`config.mk`:
```
export PLATFORM = sky130hd
export DESIGN_NAME = angle_gyro_kalman_filter
export DESIGN_NICKNAME = d
export VERILOG_FILES = /design/src/rtl/agk_pkg.sv /design/src/rtl/angle_gyro_kalman_filter.sv /design/src/rtl/agk_mac.sv /design/src/rtl/agk_div.sv
export SDC_FILE = /design/constraint.sdc
export NUM_CORES = 2
export LEC_CHECK = 0
export BUFFER_PORTS_ARGS = -buffer_cell sky130_fd_sc_hd__buf_2
export CAP_MARGIN = 20
export CORE_MARGIN = 4
export CORE_UTILIZATION = 59
export CTS_CLUSTER_DIAMETER = 150
export DETAILED_ROUTE_END_ITERATION = 8
export PLACE_DENSITY = 0.86
export SLEW_MARGIN = 25
export SYNTH_ARGS = -nofsm -noshare
export SYNTH_HDL_FRONTEND = slang
export SYNTH_SLANG_ARGS = --single-unit
```
`constraint.sdc`:
```
create_clock -name clk -period 7.9 [get_ports clk]
set_input_delay 0.395 -clock clk [delete_from_list [all_inputs] [get_ports clk]]
set_output_delay 0.395 -clock clk [all_outputs]
set_load 0.01 [all_outputs]
```
`src/rtl/agk_pkg.sv`:
```
// Shared types, constants and helpers for the angle and gyro bias Kalman filter.
`default_nettype none
package agk_pkg;

    localparam int DATA_W        = 32;
    localparam int NOISE_W       = 31;
    localparam int DT_W          = 24;
    localparam int COV_FRAC_BITS = 24;
    localparam int DT_FRAC_BITS  = 24;
    localparam int OP_A_W        = DATA_W + 2;
    localparam int OP_B_W        = DATA_W + 1;
    localparam int PROD_W        = OP_A_W + OP_B_W;
    localparam int ACC_W         = PROD_W + 1;
    localparam int CFG_IDX_W     = 2;

    localparam logic signed [DATA_W-1:0] COV_ONE = DATA_W'(64'd1 << COV_FRAC_BITS);
    localparam logic [NOISE_W-1:0] ANGLE_NOISE_RST =
        NOISE_W'(((64'd1 << COV_FRAC_BITS) + 64'd500) / 64'd1000);
    localparam logic [NOISE_W-1:0] BIAS_NOISE_RST =
        NOISE_W'(((64'd3 << COV_FRAC_BITS) + 64'd500) / 64'd1000);
    localparam logic [NOISE_W-1:0] MEASURE_NOISE_RST =
        NOISE_W'(64'd1 << (COV_FRAC_BITS - 1));
    localparam logic [DT_W-1:0] STEP_TIME_RST = DT_W'(83886);

    localparam logic signed [ACC_W-1:0] HALF_COV = ACC_W'(64'd1 << (COV_FRAC_BITS - 1));
    localparam logic signed [ACC_W-1:0] HALF_DT  = ACC_W'(64'd1 << (DT_FRAC_BITS - 1));

    localparam logic signed [DATA_W-1:0] SAT_MAX = {1'b0, {(DATA_W-1){1'b1}}};
    localparam logic signed [DATA_W-1:0] SAT_MIN = {1'b1, {(DATA_W-1){1'b0}}};

    typedef enum logic [CFG_IDX_W-1:0] {
        REG_ANGLE_NOISE   = 2'd0,
        REG_BIAS_NOISE    = 2'd1,
        REG_MEASURE_NOISE = 2'd2,
        REG_STEP_TIME     = 2'd3
    } cfg_reg_t;

    typedef struct packed {
        logic start;
        logic sub;
        logic cov_shift;
    } mac_req_t;

    function automatic logic signed [DATA_W-1:0] sat32(input logic signed [ACC_W-1:0] v);
        logic [ACC_W-DATA_W:0] top;
        top = v[ACC_W-1:DATA_W-1];
        if (top == '0 || top == '1)
        begin
            return v[DATA_W-1:0];
        end
        else if (v[ACC_W-1])
        begin
            return SAT_MIN;
        end
        else
        begin
            return SAT_MAX;
        end
    endfunction

endpackage
`default_nettype wire

```
`src/rtl/angle_gyro_kalman_filter.sv`:
```
// Top level of the two-state angle and gyro bias Kalman filter with its sequencer.
`default_nettype none
// One input transfer (angle_meas, rate_meas, signed Q16.16) yields one result transfer
// (angle_est, rate_est). An item runs through these steps, from its input transfer to the
// load of its result: the transfer, eleven passes through the shared multiply-accumulate
// unit, one decision state, two runs of the serial gain divider and the output load; when
// the innovation variance is not positive the divisions are skipped. in_ready is high only
// while no item is in flight; a finished result is held in the output register, so the
// next input may be transferred while it waits. Configuration writes are always taken
// and belong to idle periods; reset restores the default noise settings, step time and
// state.
module angle_gyro_kalman_filter
    import agk_pkg::*;
(
    input  wire logic                      clk,
    input  wire logic                      rst_n,
    input  wire logic                      in_valid,
    output logic                           in_ready,
    input  wire logic signed [DATA_W-1:0]  angle_meas,
    input  wire logic signed [DATA_W-1:0]  rate_meas,
    output logic                           out_valid,
    input  wire logic                      out_ready,
    output logic signed [DATA_W-1:0]       angle_est,
    output logic signed [DATA_W-1:0]       rate_est,
    input  wire logic                      cfg_valid,
    output logic                           cfg_ready,
    input  wire logic [CFG_IDX_W-1:0]      cfg_index,
    input  wire logic [DATA_W-1:0]         cfg_data
);

    typedef enum logic [3:0] {
        S_IDLE,
        S_ISSUE,
        S_WAIT,
        S_PREP,
        S_DIV0_GO,
        S_DIV0_WAIT,
        S_DIV1_GO,
        S_DIV1_WAIT,
        S_OUT
    } state_t;

    typedef enum logic [3:0] {
        OP_PRED_ANGLE,
        OP_PRED_C00,
        OP_PRED_C01,
        OP_PRED_C10,
        OP_PRED_C11,
        OP_UPD_C00,
        OP_UPD_C01,
        OP_UPD_C10,
        OP_UPD_C11,
        OP_UPD_ANGLE,
        OP_UPD_BIAS
    } op_t;

    state_t state_reg;
    op_t    op_reg;

    logic [NOISE_W-1:0] angle_noise_reg;
    logic [NOISE_W-1:0] bias_noise_reg;
    logic [NOISE_W-1:0] measure_noise_reg;
    logic [DT_W-1:0]    step_time_reg;

    logic signed [DATA_W-1:0] angle_reg;
    logic signed [DATA_W-1:0] bias_reg;
    logic signed [DATA_W-1:0] c00_reg;
    logic signed [DATA_W-1:0] c01_reg;
    logic signed [DATA_W-1:0] c10_reg;
    logic signed [DATA_W-1:0] c11_reg;
    logic signed [DATA_W-1:0] am_reg;
    logic signed [DATA_W-1:0] rm_reg;
    logic signed [DATA_W-1:0] err_reg;
    logic signed [DATA_W-1:0] k0_reg;
    logic signed [DATA_W-1:0] k1_reg;
    logic signed [DATA_W-1:0] t0_reg;
    logic signed [DATA_W-1:0] t1_reg;
    logic [DATA_W-1:0]        e_reg;
    logic                     out_valid_reg;
    logic signed [DATA_W-1:0] angle_est_reg;
    logic signed [DATA_W-1:0] rate_est_reg;

    mac_req_t                 mac_req;
    logic signed [OP_A_W-1:0] mac_a;
    logic signed [OP_B_W-1:0] mac_b;
    logic signed [DATA_W-1:0] mac_acc;
    logic                     mac_done;
    logic signed [DATA_W-1:0] mac_res;

    logic                     div_start;
    logic signed [DATA_W-1:0] div_num;
    logic                     div_done;
    logic signed [DATA_W-1:0] div_quo;

    logic signed [OP_B_W-1:0] dt_s;
    logic signed [DATA_W:0]   rc;
    logic signed [DATA_W:0]   e_full;
    logic                     e_pos;
    logic signed [DATA_W-1:0] err_val;
    logic signed [DATA_W-1:0] rate_out;

    assign dt_s     = $signed({{(OP_B_W - DT_W){1'b0}}, step_time_reg});
    assign rc       = (DATA_W + 1)'(rm_reg) - (DATA_W + 1)'(bias_reg);
    assign e_full   = $signed({2'b00, measure_noise_reg}) + (DATA_W + 1)'(c00_reg);
    assign e_pos    = !e_full[DATA_W] && (e_full != '0);
    assign err_val  = sat32(ACC_W'(am_reg) - ACC_W'(angle_reg));
    assign rate_out = sat32(ACC_W'(rm_reg) - ACC_W'(bias_reg));

    always_comb
    begin
        mac_req.start     = (state_reg == S_ISSUE);
        mac_req.sub       = 1'b0;
        mac_req.cov_shift = 1'b0;
        mac_a             = OP_A_W'(rc);
        mac_b             = dt_s;
        mac_acc           = angle_reg;
        unique case (op_reg)
            OP_PRED_ANGLE:
            begin
                mac_a   = OP_A_W'(rc);
                mac_acc = angle_reg;
            end
            OP_PRED_C00:
            begin
                mac_a   = $signed({{(OP_A_W - NOISE_W){1'b0}}, angle_noise_reg})
                          - OP_A_W'(c01_reg) - OP_A_W'(c10_reg);
                mac_acc = c00_reg;
            end
            OP_PRED_C01:
            begin
                mac_a   = -OP_A_W'(c11_reg);
                mac_acc = c01_reg;
            end
            OP_PRED_C10:
            begin
                mac_a   = -OP_A_W'(c11_reg);
                mac_acc = c10_reg;
            end
            OP_PRED_C11:
            begin
                mac_a   = $signed({{(OP_A_W - NOISE_W){1'b0}}, bias_noise_reg});
                mac_acc = c11_reg;
            end
            OP_UPD_C00:
            begin
                mac_req.sub       = 1'b1;
                mac_req.cov_shift = 1'b1;
                mac_a             = OP_A_W'(k0_reg);
                mac_b             = OP_B_W'(t0_reg);
                mac_acc           = c00_reg;
            end
            OP_UPD_C01:
            begin
                mac_req.sub       = 1'b1;
                mac_req.cov_shift = 1'b1;
                mac_a             = OP_A_W'(k0_reg);
                mac_b             = OP_B_W'(t1_reg);
                mac_acc           = c01_reg;
            end
            OP_UPD_C10:
            begin
                mac_req.sub       = 1'b1;
                mac_req.cov_shift = 1'b1;
                mac_a             = OP_A_W'(k1_reg);
                mac_b             = OP_B_W'(t0_reg);
                mac_acc           = c10_reg;
            end
            OP_UPD_C11:
            begin
                mac_req.sub       = 1'b1;
                mac_req.cov_shift = 1'b1;
                mac_a             = OP_A_W'(k1_reg);
                mac_b             = OP_B_W'(t1_reg);
                mac_acc           = c11_reg;
            end
            OP_UPD_ANGLE:
            begin
                mac_req.cov_shift = 1'b1;
                mac_a             = OP_A_W'(k0_reg);
                mac_b             = OP_B_W'(err_reg);
                mac_acc           = angle_reg;
            end
            OP_UPD_BIAS:
            begin
                mac_req.cov_shift = 1'b1;
                mac_a             = OP_A_W'(k1_reg);
                mac_b             = OP_B_W'(err_reg);
                mac_acc           = bias_reg;
            end
            default:
            begin
                mac_a   = OP_A_W'(rc);
                mac_acc = angle_reg;
            end
        endcase
    end

    assign div_start = (state_reg == S_DIV0_GO) || (state_reg == S_DIV1_GO);
    assign div_num   = (state_reg == S_DIV1_GO) ? c10_reg : c00_reg;

    agk_mac u_mac (
        .clk   (clk),
        .rst_n (rst_n),
        .req   (mac_req),
        .op_a  (mac_a),
        .op_b  (mac_b),
        .acc   (mac_acc),
        .done  (mac_done),
        .res   (mac_res)
    );

    agk_div u_div (
        .clk   (clk),
        .rst_n (rst_n),
        .start (div_start),
        .num   (div_num),
        .den   (e_reg),
        .done  (div_done),
        .quo   (div_quo)
    );

    always_ff @(posedge clk or negedge rst_n)
    begin
        if (!rst_n)
        begin
            state_reg         <= S_IDLE;
            op_reg            <= OP_PRED_ANGLE;
            angle_noise_reg   <= ANGLE_NOISE_RST;
            bias_noise_reg    <= BIAS_NOISE_RST;
            measure_noise_reg <= MEASURE_NOISE_RST;
            step_time_reg     <= STEP_TIME_RST;
            angle_reg         <= '0;
            bias_reg          <= '0;
            c00_reg           <= COV_ONE;
            c01_reg           <= '0;
            c10_reg           <= '0;
            c11_reg           <= COV_ONE;
            out_valid_reg     <= 1'b0;
        end
        else
        begin
            if (cfg_valid)
            begin
                unique case (cfg_reg_t'(cfg_index))
                    REG_ANGLE_NOISE:   angle_noise_reg   <= cfg_data[NOISE_W-1:0];
                    REG_BIAS_NOISE:    bias_noise_reg    <= cfg_data[NOISE_W-1:0];
                    REG_MEASURE_NOISE: measure_noise_reg <= cfg_data[NOISE_W-1:0];
                    REG_STEP_TIME:     step_time_reg     <= cfg_data[DT_W-1:0];
                    default:           step_time_reg     <= step_time_reg;
                endcase
            end

            if (out_valid_reg && out_ready && state_reg != S_OUT)
            begin
                out_valid_reg <= 1'b0;
            end

            unique case (state_reg)
                S_IDLE:
                begin
                    if (in_valid)
                    begin
                        op_reg    <= OP_PRED_ANGLE;
                        state_reg <= S_ISSUE;
                    end
                end
                S_ISSUE:
                begin
                    state_reg <= S_WAIT;
                end
                S_WAIT:
                begin
                    if (mac_done)
                    begin
                        state_reg <= S_ISSUE;
                        unique case (op_reg)
                            OP_PRED_ANGLE:
                            begin
                                angle_reg <= mac_res;
                                op_reg    <= OP_PRED_C00;
                            end
                            OP_PRED_C00:
                            begin
                                c00_reg <= mac_res;
                                op_reg  <= OP_PRED_C01;
                            end
                            OP_PRED_C01:
                            begin
                                c01_reg <= mac_res;
                                op_reg  <= OP_PRED_C10;
                            end
                            OP_PRED_C10:
                            begin
                                c10_reg <= mac_res;
                                op_reg  <= OP_PRED_C11;
                            end
                            OP_PRED_C11:
                            begin
                                c11_reg   <= mac_res;
                                state_reg <= S_PREP;
                            end
                            OP_UPD_C00:
                            begin
                                c00_reg <= mac_res;
                                op_reg  <= OP_UPD_C01;
                            end
                            OP_UPD_C01:
                            begin
                                c01_reg <= mac_res;
                                op_reg  <= OP_UPD_C10;
                            end
                            OP_UPD_C10:
                            begin
                                c10_reg <= mac_res;
                                op_reg  <= OP_UPD_C11;
                            end
                            OP_UPD_C11:
                            begin
                                c11_reg <= mac_res;
                                op_reg  <= OP_UPD_ANGLE;
                            end
                            OP_UPD_ANGLE:
                            begin
                                angle_reg <= mac_res;
                                op_reg    <= OP_UPD_BIAS;
                            end
                            OP_UPD_BIAS:
                            begin
                                bias_reg  <= mac_res;
                                state_reg <= S_OUT;
                            end
                            default:
                            begin
                                state_reg <= S_IDLE;
                            end
                        endcase
                    end
                end
                S_PREP:
                begin
                    op_reg <= OP_UPD_C00;
                    if (e_pos)
                    begin
                        state_reg <= S_DIV0_GO;
                    end
                    else
                    begin
                        state_reg <= S_ISSUE;
                    end
                end
                S_DIV0_GO:
                begin
                    state_reg <= S_DIV0_WAIT;
                end
                S_DIV0_WAIT:
                begin
                    if (div_done)
                    begin
                        state_reg <= S_DIV1_GO;
                    end
                end
                S_DIV1_GO:
                begin
                    state_reg <= S_DIV1_WAIT;
                end
                S_DIV1_WAIT:
                begin
                    if (div_done)
                    begin
                        state_reg <= S_ISSUE;
                    end
                end
                S_OUT:
                begin
                    if (!out_valid_reg || out_ready)
                    begin
                        out_valid_reg <= 1'b1;
                        state_reg     <= S_IDLE;
                    end
                end
                default:
                begin
                    state_reg <= S_IDLE;
                end
            endcase
        end
    end

    always_ff @(posedge clk)
    begin
        if (state_reg == S_IDLE && in_valid)
        begin
            am_reg <= angle_meas;
            rm_reg <= rate_meas;
        end
        if (state_reg == S_PREP)
        begin
            err_reg <= err_val;
            e_reg   <= e_full[DATA_W-1:0];
            t0_reg  <= c00_reg;
            t1_reg  <= c01_reg;
            k0_reg  <= '0;
            k1_reg  <= '0;
        end
        if (state_reg == S_DIV0_WAIT && div_done)
        begin
            k0_reg <= div_quo;
        end
        if (state_reg == S_DIV1_WAIT && div_done)
        begin
            k1_reg <= div_quo;
        end
        if (state_reg == S_OUT && (!out_valid_reg || out_ready))
        begin
            angle_est_reg <= angle_reg;
            rate_est_reg  <= rate_out;
        end
    end

    assign in_ready  = (state_reg == S_IDLE);
    assign cfg_ready = 1'b1;
    assign out_valid = out_valid_reg;
    assign angle_est = angle_est_reg;
    assign rate_est  = rate_est_reg;

endmodule
`default_nettype wire

```
`src/rtl/agk_mac.sv`:
```
// Shared pipelined multiply, round, accumulate and saturate unit.
`default_nettype none
module agk_mac
    import agk_pkg::*;
(
    input  wire logic                      clk,
    input  wire logic                      rst_n,
    input  wire mac_req_t                  req,
    input  wire logic signed [OP_A_W-1:0]  op_a,
    input  wire logic signed [OP_B_W-1:0]  op_b,
    input  wire logic signed [DATA_W-1:0]  acc,
    output logic                           done,
    output logic signed [DATA_W-1:0]       res
);

    logic signed [OP_A_W-1:0] a_reg;
    logic signed [OP_B_W-1:0] b_reg;
    logic signed [DATA_W-1:0] acc_reg;
    logic signed [DATA_W-1:0] acc2_reg;
    logic                     sub_reg;
    logic                     sub2_reg;
    logic                     cs_reg;
    logic                     cs2_reg;
    logic signed [PROD_W-1:0] prod_reg;
    logic signed [DATA_W-1:0] res_reg;
    logic                     v0_reg;
    logic                     v1_reg;
    logic                     done_reg;

    logic signed [ACC_W-1:0] prod_ext;
    logic signed [ACC_W-1:0] cov_rnd;
    logic signed [ACC_W-1:0] dt_rnd;
    logic signed [ACC_W-1:0] rnd;
    logic signed [ACC_W-1:0] acc_ext;
    logic signed [ACC_W-1:0] sum;

    assign prod_ext = ACC_W'(prod_reg);
    assign cov_rnd  = (prod_ext + HALF_COV) >>> COV_FRAC_BITS;
    assign dt_rnd   = (prod_ext + HALF_DT) >>> DT_FRAC_BITS;
    assign rnd      = cs2_reg ? cov_rnd : dt_rnd;
    assign acc_ext  = ACC_W'(acc2_reg);
    assign sum      = sub2_reg ? (acc_ext - rnd) : (acc_ext + rnd);

    always_ff @(posedge clk or negedge rst_n)
    begin
        if (!rst_n)
        begin
            v0_reg   <= 1'b0;
            v1_reg   <= 1'b0;
            done_reg <= 1'b0;
        end
        else
        begin
            v0_reg   <= req.start;
            v1_reg   <= v0_reg;
            done_reg <= v1_reg;
        end
    end

    always_ff @(posedge clk)
    begin
        if (req.start)
        begin
            a_reg   <= op_a;
            b_reg   <= op_b;
            acc_reg <= acc;
            sub_reg <= req.sub;
            cs_reg  <= req.cov_shift;
        end
        if (v0_reg)
        begin
            prod_reg <= PROD_W'(a_reg) * PROD_W'(b_reg);
            acc2_reg <= acc_reg;
            sub2_reg <= sub_reg;
            cs2_reg  <= cs_reg;
        end
        if (v1_reg)
        begin
            res_reg <= sat32(sum);
        end
    end

    assign done = done_reg;
    assign res  = res_reg;

endmodule
`default_nettype wire

```
`src/rtl/agk_div.sv`:
```
// Serial restoring divider for the Kalman gains, one quotient bit per cycle.
`default_nettype none
module agk_div
    import agk_pkg::*;
(
    input  wire logic                      clk,
    input  wire logic                      rst_n,
    input  wire logic                      start,
    input  wire logic signed [DATA_W-1:0]  num,
    input  wire logic [DATA_W-1:0]         den,
    output logic                           done,
    output logic signed [DATA_W-1:0]       quo
);

    localparam int NUM_W = DATA_W + COV_FRAC_BITS;
    localparam int Q_W   = DATA_W - 1;
    localparam int HI_W  = NUM_W - Q_W;
    localparam int CNT_W = $clog2(Q_W);
    localparam logic [CNT_W-1:0] LAST = CNT_W'(Q_W - 1);

    logic                     busy_reg;
    logic                     done_reg;
    logic                     neg_reg;
    logic [CNT_W-1:0]         cnt_reg;
    logic [DATA_W-1:0]        rem_reg;
    logic [Q_W-1:0]           low_reg;
    logic [Q_W-1:0]           qm_reg;
    logic [DATA_W-1:0]        den_reg;
    logic signed [DATA_W-1:0] quo_reg;

    logic [DATA_W-1:0] mag;
    logic [NUM_W-1:0]  numw;
    logic [HI_W-1:0]   hi;
    logic              ovf;
    logic [DATA_W:0]   trial;
    logic [DATA_W:0]   diff;
    logic              qbit;
    logic [Q_W-1:0]    qm_next;

    assign mag     = num[DATA_W-1] ? DATA_W'(-num) : DATA_W'(num);
    assign numw    = {mag, {COV_FRAC_BITS{1'b0}}};
    assign hi      = numw[NUM_W-1:Q_W];
    assign ovf     = {{(DATA_W + 1 - HI_W){1'b0}}, hi} >= {1'b0, den};
    assign trial   = {rem_reg, low_reg[Q_W-1]};
    assign diff    = trial - {1'b0, den_reg};
    assign qbit    = !diff[DATA_W];
    assign qm_next = {qm_reg[Q_W-2:0], qbit};

    always_ff @(posedge clk or negedge rst_n)
    begin
        if (!rst_n)
        begin
            busy_reg <= 1'b0;
            done_reg <= 1'b0;
        end
        else
        begin
            done_reg <= 1'b0;
            if (start)
            begin
                busy_reg <= !ovf;
                done_reg <= ovf;
            end
            else if (busy_reg && cnt_reg == LAST)
            begin
                busy_reg <= 1'b0;
                done_reg <= 1'b1;
            end
        end
    end

    always_ff @(posedge clk)
    begin
        if (start)
        begin
            neg_reg <= num[DATA_W-1];
            den_reg <= den;
            rem_reg <= {{(DATA_W - HI_W){1'b0}}, hi};
            low_reg <= numw[Q_W-1:0];
            qm_reg  <= '0;
            cnt_reg <= '0;
            quo_reg <= num[DATA_W-1] ? SAT_MIN : SAT_MAX;
        end
        else if (busy_reg)
        begin
            rem_reg <= qbit ? diff[DATA_W-1:0] : trial[DATA_W-1:0];
            low_reg <= {low_reg[Q_W-2:0], 1'b0};
            qm_reg  <= qm_next;
            cnt_reg <= cnt_reg + CNT_W'(1);
            if (cnt_reg == LAST)
            begin
                quo_reg <= neg_reg ? -$signed({1'b0, qm_next}) : $signed({1'b0, qm_next});
            end
        end
    end

    assign done = done_reg;
    assign quo  = quo_reg;

endmodule
`default_nettype wire

```
==> impl_metrics.csv <==
group,metric,value,unit
global_routing,grt_pass1_vias,76461,
critical_path,crit_fanout,14,
global_routing,grt_pass1_wl,480100,um
clocking,cts_buffers,107,
cells_and_area,area_growth,11.93,%
drt,ant_nets,0,
hold_path,min_path_type,"in -> reg",
critical_path,cp_common_cell,"fa_1",
sta,skew,0.07331,ns
cells_and_area,largest_reg_flops,44,
drt,wl_per_cell,26.86,um
drt,drt_iter0_drc,8893,
cells_and_area,drive_above_1_share,13.98,%
critical_path,crit_buf_inv,10,
synth,synth_edf_count,625,
critical_path,r2r-end,"u_mac.prod_reg[63]",
floorplan,fp.dieH,409.4,um
synth,synth.top_cells.by_area,"fa_1 (26%), edfxtp_1 (20%), dfrtp_1 (7.8%)",
cells_and_area,fill_cells,11944,
critical_path,cp.required,8.36,ns
global_routing,globalRouteTotalUtil,38.15,%
synth,synth_top_area_share,25.52,%
status,violations,"DRC, setup timing",
drt,routed_wirelength,322200,um
status,run_status,"complete, but fails checks",
sta,layout_setup_ws,-0.1866,ns
floorplan,die_area,0.1676,sq mm
job,maxCapViolCount,0,
critical_path,end_kind,"flop",
critical_path,path_delay_family,"adder cells",
floorplan,io_pins,170,
floorplan,coreArea,0.1604,sq mm
sta,period_share,102.4,%
placement,gp_routability_congestion,1.042,
cells_and_area,seq_area,0.02773,sq mm
critical_path,cp.depth,31,
sta,slew_viol_final,0,
critical_path,rrSetupSlack,-0.19,ns
cells_and_area,multi_input_area,0.06094,sq mm
synth,async_flop_share,32.63,%
synth,synth_top_area_cell,"fa_1",
clocking,cts_tree,"yes",
cells_and_area,nets,11482,
placement,numPortBuffers,167,
cells_and_area,layout_common_cells,"inv_1 (1405), fa_1 (1194), nand2_1 (953)",
critical_path,cp-endpoint,"u_mac.prod_reg[63]",
sta,setup_tns,-0.7399,ns
clocking,cts-root-buf,"clkbuf_16",
synth,synthFlopType,"edfxtp_1",
drt,drc,11,
placement,hpwl,253600,um
global_routing,grt_max_degree,169,
critical_path,cp_slowest_cell,"fa_1",
sta,clock.fmax,123.7,MHz
critical_path,arrival,8.55,ns
clocking,clkSinkCount,990,
cells_and_area,final_cell_area,0.1064,sq mm
synth,yosysWarnings,0,
floorplan,die_x,409.4,um
synth,synthesis.nets,11117,
sta,tightest_slew,1.269,ns
drt,vias_per_cell,6.272,
clocking,clk_pin_slew,0.07,ns
floorplan,initial_utilization,59.28,%
critical_path,ff2ff_path_depth,31,
clocking,cts.path.max_buffers,3,
floorplan,row_count,147,
global_routing,grt_overflow_total,0,
cells_and_area,final_common_cell,"inv_1",
critical_path,path_class,"reg -> reg",
sta,post-route-min-period,8.087,ns
drt,vias,75235,
sta,hold_viol_final,0,
critical_path,r2r_start,"u_mac.a_reg[4]",
clocking,cts_max_level,3,
synth,ys_ff_latch,990,
critical_path,slowest_delay,0.58,ns
critical_path,crit_path_start,"u_mac.a_reg[4]",
placement,place_area,0.1011,sq mm
placement,dp_slack,-0.6103,ns
synth,synth.distinct_cells,110,
sta,rsz0062_at_grt,"true",
sta,setup_viol,11,
cells_and_area,utilization,66.36,%
sta,max_slew_margin,15.38,%
synth,syn_inst,9350,
global_routing,antenna_found_initial,30,
synth,seq_area_frac_synth,29.16,%
drt,dr.pass1.iters,9,
critical_path,start_kind,"flop",
synth,synth.cell_area,0.09508,sq mm
synth,synth.avg_cell_area,10.17,sq um
clocking,clk_latency,0.75,ns
cell type report:
cell class	count	area share [%]
multi-input cells	6457	57.26
flip-flops and latches	990	26.06
repair buffers	710	5.530
inverters	1449	5.115
clock buffers	140	2.699
well taps	2160	2.539
clock inverters	62	0.7325
diodes	27	0.06349
how the worst min path moves through the flow:
stage                                  from  slack [ns]  cells after the start                  end
after floorplan                       rst_n         0.1                      0  angle_noise_reg[10]
after global placement    u_mac.acc_reg[31]        0.40                      0   u_mac.acc2_reg[31]
after global routing           cfg_data[28]        0.02                      2   bias_noise_reg[28]
after detailed placement  u_mac.acc_reg[12]        0.40                      0   u_mac.acc2_reg[12]
after CTS                      cfg_data[28]       0.004                      2   bias_noise_reg[28]
final                          cfg_data[28]        0.02                      2  angle_noise_reg[28]
cell usage after synthesis, types with 48 or more instances:
master / instances
inv_1: 1445
fa_1: 1212
nand2_1: 961
and2_1: 665
edfxtp_1: 625
ha_1: 452
clkbuf_1: 395
o21ai_0: 335
a21oi_1: 332
nor2_1: 315
dfrtp_1: 298
mux2_2: 296
xnor2_1: 227
xor2_1: 132
nor3_1: 130
a21o_1: 117
nand3_1: 106
mux2i_1: 79
nand4_1: 77
a222oi_1: 73
o21a_1: 68
and3_1: 59
a31oi_1: 56
nand2b_1: 52
nor2b_1: 48
worst reg2reg max path: cells and delay by family (launching register included):
family          cells  cell delay (ns)
compound gates      5             0.77
xor+xnor            1             0.15
fa+ha+maj           9             4.37
buf+inv            10             1.18
flops               1             0.50
simple gates        6             0.87
layer usage:
| layer | routed length [um] | global-route usage (%) | vias up |
|---|---|---|---|
| met5 | 77 | 0 | - |
| met4 | 27830 | 25.84 | 10 |
| met3 | 36070 | 10.62 | 1138 |
| met2 | 145100 | 59.10 | 4775 |
| met1 | 113200 | 46.75 | 37609 |
| li1 | - | - | 31703 |
repair_timing:
| item | 4_1_cts | 5_1_grt |
|---|---|---|
| gates resized for setup | 34 | 156 |
| endpoints found under the setup margin | 29 | 36 |
| hold endpoints to repair | 143 | 0 |
| pin swaps | 12 | 111 |
| cloned | 0 | 3 |
| setup buffers | 2 | 22 |
| hold buffers | 67 | 0 |
logic make-up after synthesis:
| family | share of synthesized area, % |
|---|---|
| AOI/OAI and AO/OA | 9.947 |
| xor gates and xnor gates | 3.307 |
| adders and majority gates | 31.85 |
| buffers and inverters | 7.576 |
| DFF | 29.16 |
| muxes | 4.396 |
| other | 0.003944 |
| and+or+nand+nor | 13.77 |
per-stage QoR:
stage / hold slack, ns / cells
after floorplan: 0.09941 / 9350
after global placement: 0.4015 / 11674
after detailed placement: 0.4045 / 11675
after CTS: 0.003871 / 11946
after global routing: 0.01738 / 11970
final: 0.01647 / 11995
Power is left out: the tool's default activity adds up to more than one toggle a clock period on the data nets, which glitch-free logic cannot reach.
